### src/rtl/core/arpc_pkg.sv
package arpc_pkg;

    localparam int ENTRIES = 64;
    localparam int PENDING = 16;
    localparam int EW = $clog2(ENTRIES);
    localparam int PW = $clog2(PENDING);

    localparam logic [1:0] REQ_LOOKUP = 2'd0;
    localparam logic [1:0] REQ_LEARN  = 2'd1;
    localparam logic [1:0] REQ_QUEUE  = 2'd2;
    localparam logic [1:0] REQ_TICK   = 2'd3;

    localparam logic [2:0] KIND_LOOKUP = 3'd0;
    localparam logic [2:0] KIND_LEARN  = 3'd1;
    localparam logic [2:0] KIND_QUEUE  = 3'd2;
    localparam logic [2:0] KIND_SEND   = 3'd3;
    localparam logic [2:0] KIND_GIVEUP = 3'd4;
    localparam logic [2:0] KIND_TICK   = 3'd5;

    localparam logic [1:0] CFG_LIFETIME = 2'd0;
    localparam logic [1:0] CFG_LIMIT    = 2'd1;
    localparam logic [1:0] CFG_GAP      = 2'd2;

    typedef struct packed {
        logic [1:0]  req_type;
        logic [31:0] ip;
        logic [47:0] mac;
    } arpc_in_t;

    typedef struct packed {
        logic [2:0]  kind;
        logic        hit;
        logic [31:0] ip_out;
        logic [47:0] mac_out;
        logic        pending_found;
        logic        stored;
        logic        last;
    } arpc_out_t;

    typedef enum logic [2:0] {
        ST_IDLE, ST_ESCAN, ST_PSCAN, ST_EWRITE, ST_PWRITE, ST_DONE
    } arpc_state_t;

    // entry table request from the controller
    typedef struct packed {
        logic          rd;
        logic [EW-1:0] rd_addr;
        logic          wr;
        logic [EW-1:0] wr_addr;
        logic [31:0]   wr_ip;
        logic [47:0]   wr_mac;
        logic [31:0]   wr_added;
    } arpc_ecmd_t;

    typedef struct packed {
        logic          rd;
        logic [PW-1:0] rd_addr;
        logic          wr;
        logic [PW-1:0] wr_addr;
        logic [31:0]   wr_ip;
        logic [31:0]   wr_sent;
        logic [7:0]    wr_count;
        logic          wr_never;
    } arpc_pcmd_t;

endpackage

### src/rtl/core/arpc_pend_mem.sv
module arpc_pend_mem
    import arpc_pkg::*;
(
    input  logic          clk,
    input  logic          rst_n,
    input  arpc_pcmd_t    cmd,
    input  logic          set_valid,
    input  logic          clr_valid,
    input  logic [PW-1:0] clr_addr,
    output logic [PENDING-1:0] valid,
    output logic [31:0]   rd_ip,
    output logic [31:0]   rd_sent,
    output logic [7:0]    rd_count,
    output logic          rd_never
);

    logic [31:0] ip_mem    [PENDING];
    logic [31:0] sent_mem  [PENDING];
    logic [7:0]  count_mem [PENDING];
    logic        never_mem [PENDING];
    logic [PENDING-1:0] valid_reg;

    assign valid = valid_reg;

    always_ff @(posedge clk)
    begin
        if (cmd.wr)
        begin
            ip_mem[cmd.wr_addr]    <= cmd.wr_ip;
            sent_mem[cmd.wr_addr]  <= cmd.wr_sent;
            count_mem[cmd.wr_addr] <= cmd.wr_count;
            never_mem[cmd.wr_addr] <= cmd.wr_never;
        end
        if (cmd.rd)
        begin
            rd_ip    <= ip_mem[cmd.rd_addr];
            rd_sent  <= sent_mem[cmd.rd_addr];
            rd_count <= count_mem[cmd.rd_addr];
            rd_never <= never_mem[cmd.rd_addr];
        end
    end

    always_ff @(posedge clk or negedge rst_n)
    begin
        if (!rst_n)
            valid_reg <= '0;
        else
        begin
            if (clr_valid)
                valid_reg[clr_addr] <= 1'b0;
            if (set_valid)
                valid_reg[cmd.wr_addr] <= 1'b1;
        end
    end

endmodule

### config.mk
export PLATFORM = sky130hd
export DESIGN_NAME = arpc_pend_mem
export DESIGN_NICKNAME = d
export VERILOG_FILES = /design/src/rtl/core/arpc_pkg.sv /design/src/rtl/core/arpc_pend_mem.sv
export SDC_FILE = /design/constraint.sdc
export NUM_CORES = 1
export LEC_CHECK = 0
export BUFFER_PORTS_ARGS = -buffer_cell sky130_fd_sc_hd__buf_2
export CAP_MARGIN = 20
export CORE_AREA = 3 3 459 234
export CTS_CLUSTER_DIAMETER = 40
export CTS_CLUSTER_SIZE = 12
export DETAILED_ROUTE_END_ITERATION = 8
export DIE_AREA = 0 0 462 237
export PLACE_DENSITY = 0.66
export SYNTH_ARGS = -nofsm -noshare
export SYNTH_HDL_FRONTEND = slang
export SYNTH_SLANG_ARGS = --single-unit
### constraint.sdc
create_clock -name clk -period 3.75 [get_ports clk]
set_clock_uncertainty 0.05 [all_clocks]
set_input_delay 0.375 -clock clk [delete_from_list [all_inputs] [get_ports clk]]
set_output_delay 0.375 -clock clk [all_outputs]
set_load 0.005 [all_outputs]
==> impl_metrics.toml <==
[status]
outcome = "finished, final reports clean"

[sta]
max_clock_freq_mhz = 428
drv_slew = 0
whs_ns = 0.0504
rsz0062_at_grt = "false"
worstMarginPinSlew_ns = 0.961
finalWorstPathRequiredPeriod_ns = 2.34
timing.final.crit_share_pct = 62.3
worst_slew_margin_rel_pct = 35.8
timing.final.ws_setup_ns = 1.41
setup_viol = 0
timing_hold_violations_final = 0

[synth]
warnings_from_yosys = 0
seq_area_frac_synth_pct = 81.0
post_synth_top_area_share_pct = 80.1
syn_inst = 1937
synth.net_count = 2028
ys_ff_latch = 1257
post_synth.cell_area_avg_um2 = 24.0
yosys.area.top_type = "edfxtp_1"
netlist_top_cells_area = "edfxtp_1, mux4_2, a22oi_1"
syn_area_mm2 = 0.0465
post_synth_num_cell_types = 19

[clock_tree]
tritoncts = "yes"
h-tree-depth = 3
clock_insertion_delay_worst_skew_ns = 0.71
numCtsBuffers = 118
cts.sink_count = 1257
clk_pin_slew_worst_paths_ns = 0.06
cts.path.max_buffers = 3
clock_tree.root_cell = "clkbuf_16"

[routing]
post-route-drc-count = 0
dr.first_iter.drc_count = 2682
routed_via_density = 5.93
dr.pass1.iters = 5
drt-wirelength-per-cell_um = 29.2
final_antenna_net_count = 0
total_number_of_vias = 21900
routed_wl_um = 108000

[floorplan]
floorplan.initialDensity_pct = 44.7
die_h_um = 237
die_width_um = 462
pin_count = 180
coreArea_mm2 = 0.104
die-area_mm2 = 0.109
placement_rows = 84

[worst_hold_path]
min_path_type = "input port to async pin"

[finish]
syn2layout_area_growth_pct = 15.8
fin_nets = 2378
share_of_cells_above_drive_strength_1_pct = 30.0
most-common-layout-cells = "edfxtp_1, mux4_2, buf_2"
post-route-cell-area_mm2 = 0.0538
filler_cell_count = 7949
reg_top3 = "ip_mem: 512 flops, sent_mem: 512 flops, count_mem: 128 flops"
mostFrequentLayoutCell = "edfxtp_1"

[placed_design]
gp_routability_congestion = 0.725
post_dp_cell_area_mm2 = 0.0499
pre_cts_slack_ns = 1.13
placement.io_buffers = 179
dpl.hpwl_um = 56200

[grt]
use_met1_pct = 29.7
global_route.usage.met3_pct = 3.81
initial_antenna_violation_count = 7
grt_start_max_net_pins = 74
globalRouteOverflowTotal = 0
grt_pass1_wl_um = 158000
globalRouteTotalUtil_pct = 19.9
grt_most_used_layer = "met2"
grt_util_met2_pct = 30.8
first_global_vias = 22900

[pwr]
power.ir.vdd_worst_v = 0.000359
static-leakage-power_nw = 17.1
power_density_mw_per_mm2 = 519

[critical_path]
cp.required_ns = 4.09
critPathCaptureType = "flip-flop"
worstPathMaxFanout = 22
cp.arrival_ns = 2.68
worst-setup-path-type = "input port to flip-flop"
timing.critical_path.from_type = "input port"

[run]
drv_cap = 0
[critical path, cell delays in order]
cell	delay, ns
dlygate4sd3_1	0.55
buf_2	0.18
nand3b_1	0.41
nor2_4	0.81
buf_12	0.29
[final timing paths]
| kind | startpoint | to | slack, ns | depth (start not counted) |
|---|---|---|---|---|
| worst max-delay path | cmd[75] | ip_mem[11][25] | 1.41 | 5 |
| worst min-delay path | rst_n | valid[0] | 0.05 | 2 |
| worst max register to register | ip_mem[11][4] | rd_ip[4] | 2.12 | 3 |
| worst min register to register | valid[3] | valid[3] | 0.46 | 2 |
| max in group asynchronous | rst_n | valid[15] | 3.33 | 2 |
| min in group clk | clr_addr[0] | valid[4] | 0.07 | 4 |
[final cells by class]
class / instances / area, um^2 / share of cell area [%]
flip-flops and latches: 1257 / 37700 / 70.0
multi-input cells: 583 / 8470 / 15.7
clock buffers: 133 / 3010 / 5.59
repair buffers: 327 / 2810 / 5.21
well taps: 1376 / 1720 / 3.20
clock inverters: 16 / 156 / 0.291
diodes: 3 / 7.51 / 0.0139
[per-stage QoR]
step                utilization, %  cells  setup TNS, ns  total power [mW]
finish                        51.7   3695              0              28.0
global route                  51.7   3693              0              28.9
CTS                           51.7   3692              0              28.2
detailed placement            47.9   3463              0              17.7
global placement              47.9   3463              0              17.7
floorplan                        -   1937        -217.82              17.0
[cell usage after synthesis]
library cell and n:
a22oi_1 146, o21ai_0 32, nand2b_1 4, dfrtp_1 16, nand3_1 3, edfxtp_1 1241, nor2_1 17, buf_2 11
nand3b_1 6, nor2b_1 2, nand2_1 75, buf_1 21, buf_6 12, or2_2 2, buf_4 13, and2_1 1
clkbuf_1 40, mux4_2 292, or3b_2 3
[where the power goes]
part           internal, mW  total [mW]  switching [mW]  leakage [nW]
logic                 0.655        1.53           0.878          4.12
clock network          5.62        10.5            4.83          1.54
registers              15.8        16.0           0.127          11.5
[cells by family (layout without fill, tap and decap cells)]
family,Yosys count,in the layout,synth area share (%)
multiplexers,292,292,14.1
buffers and inverters,97,476,1.11
other,0,3,0
AND/OR/NAND/NOR,113,113,1.05
flip-flops,1257,1257,81.0
AO/OA/AOI/OAI,178,178,2.70
[layer usage]
metal	routed length, um	share of wire, %	up-vias
met2	51600	48	895
met5	57	0.053	-
met1	46600	43	11900
met3	7800	7.2	158
met4	1930	1.8	8
li1	-	-	8981
[repair_timing]
action	CTS	global route
hold buffers	80	0
hold endpoints to repair	1194	0
buffers inserted	0	0
resized for setup	0	0
No activity file was read; power rests on OpenSTA's default activity.
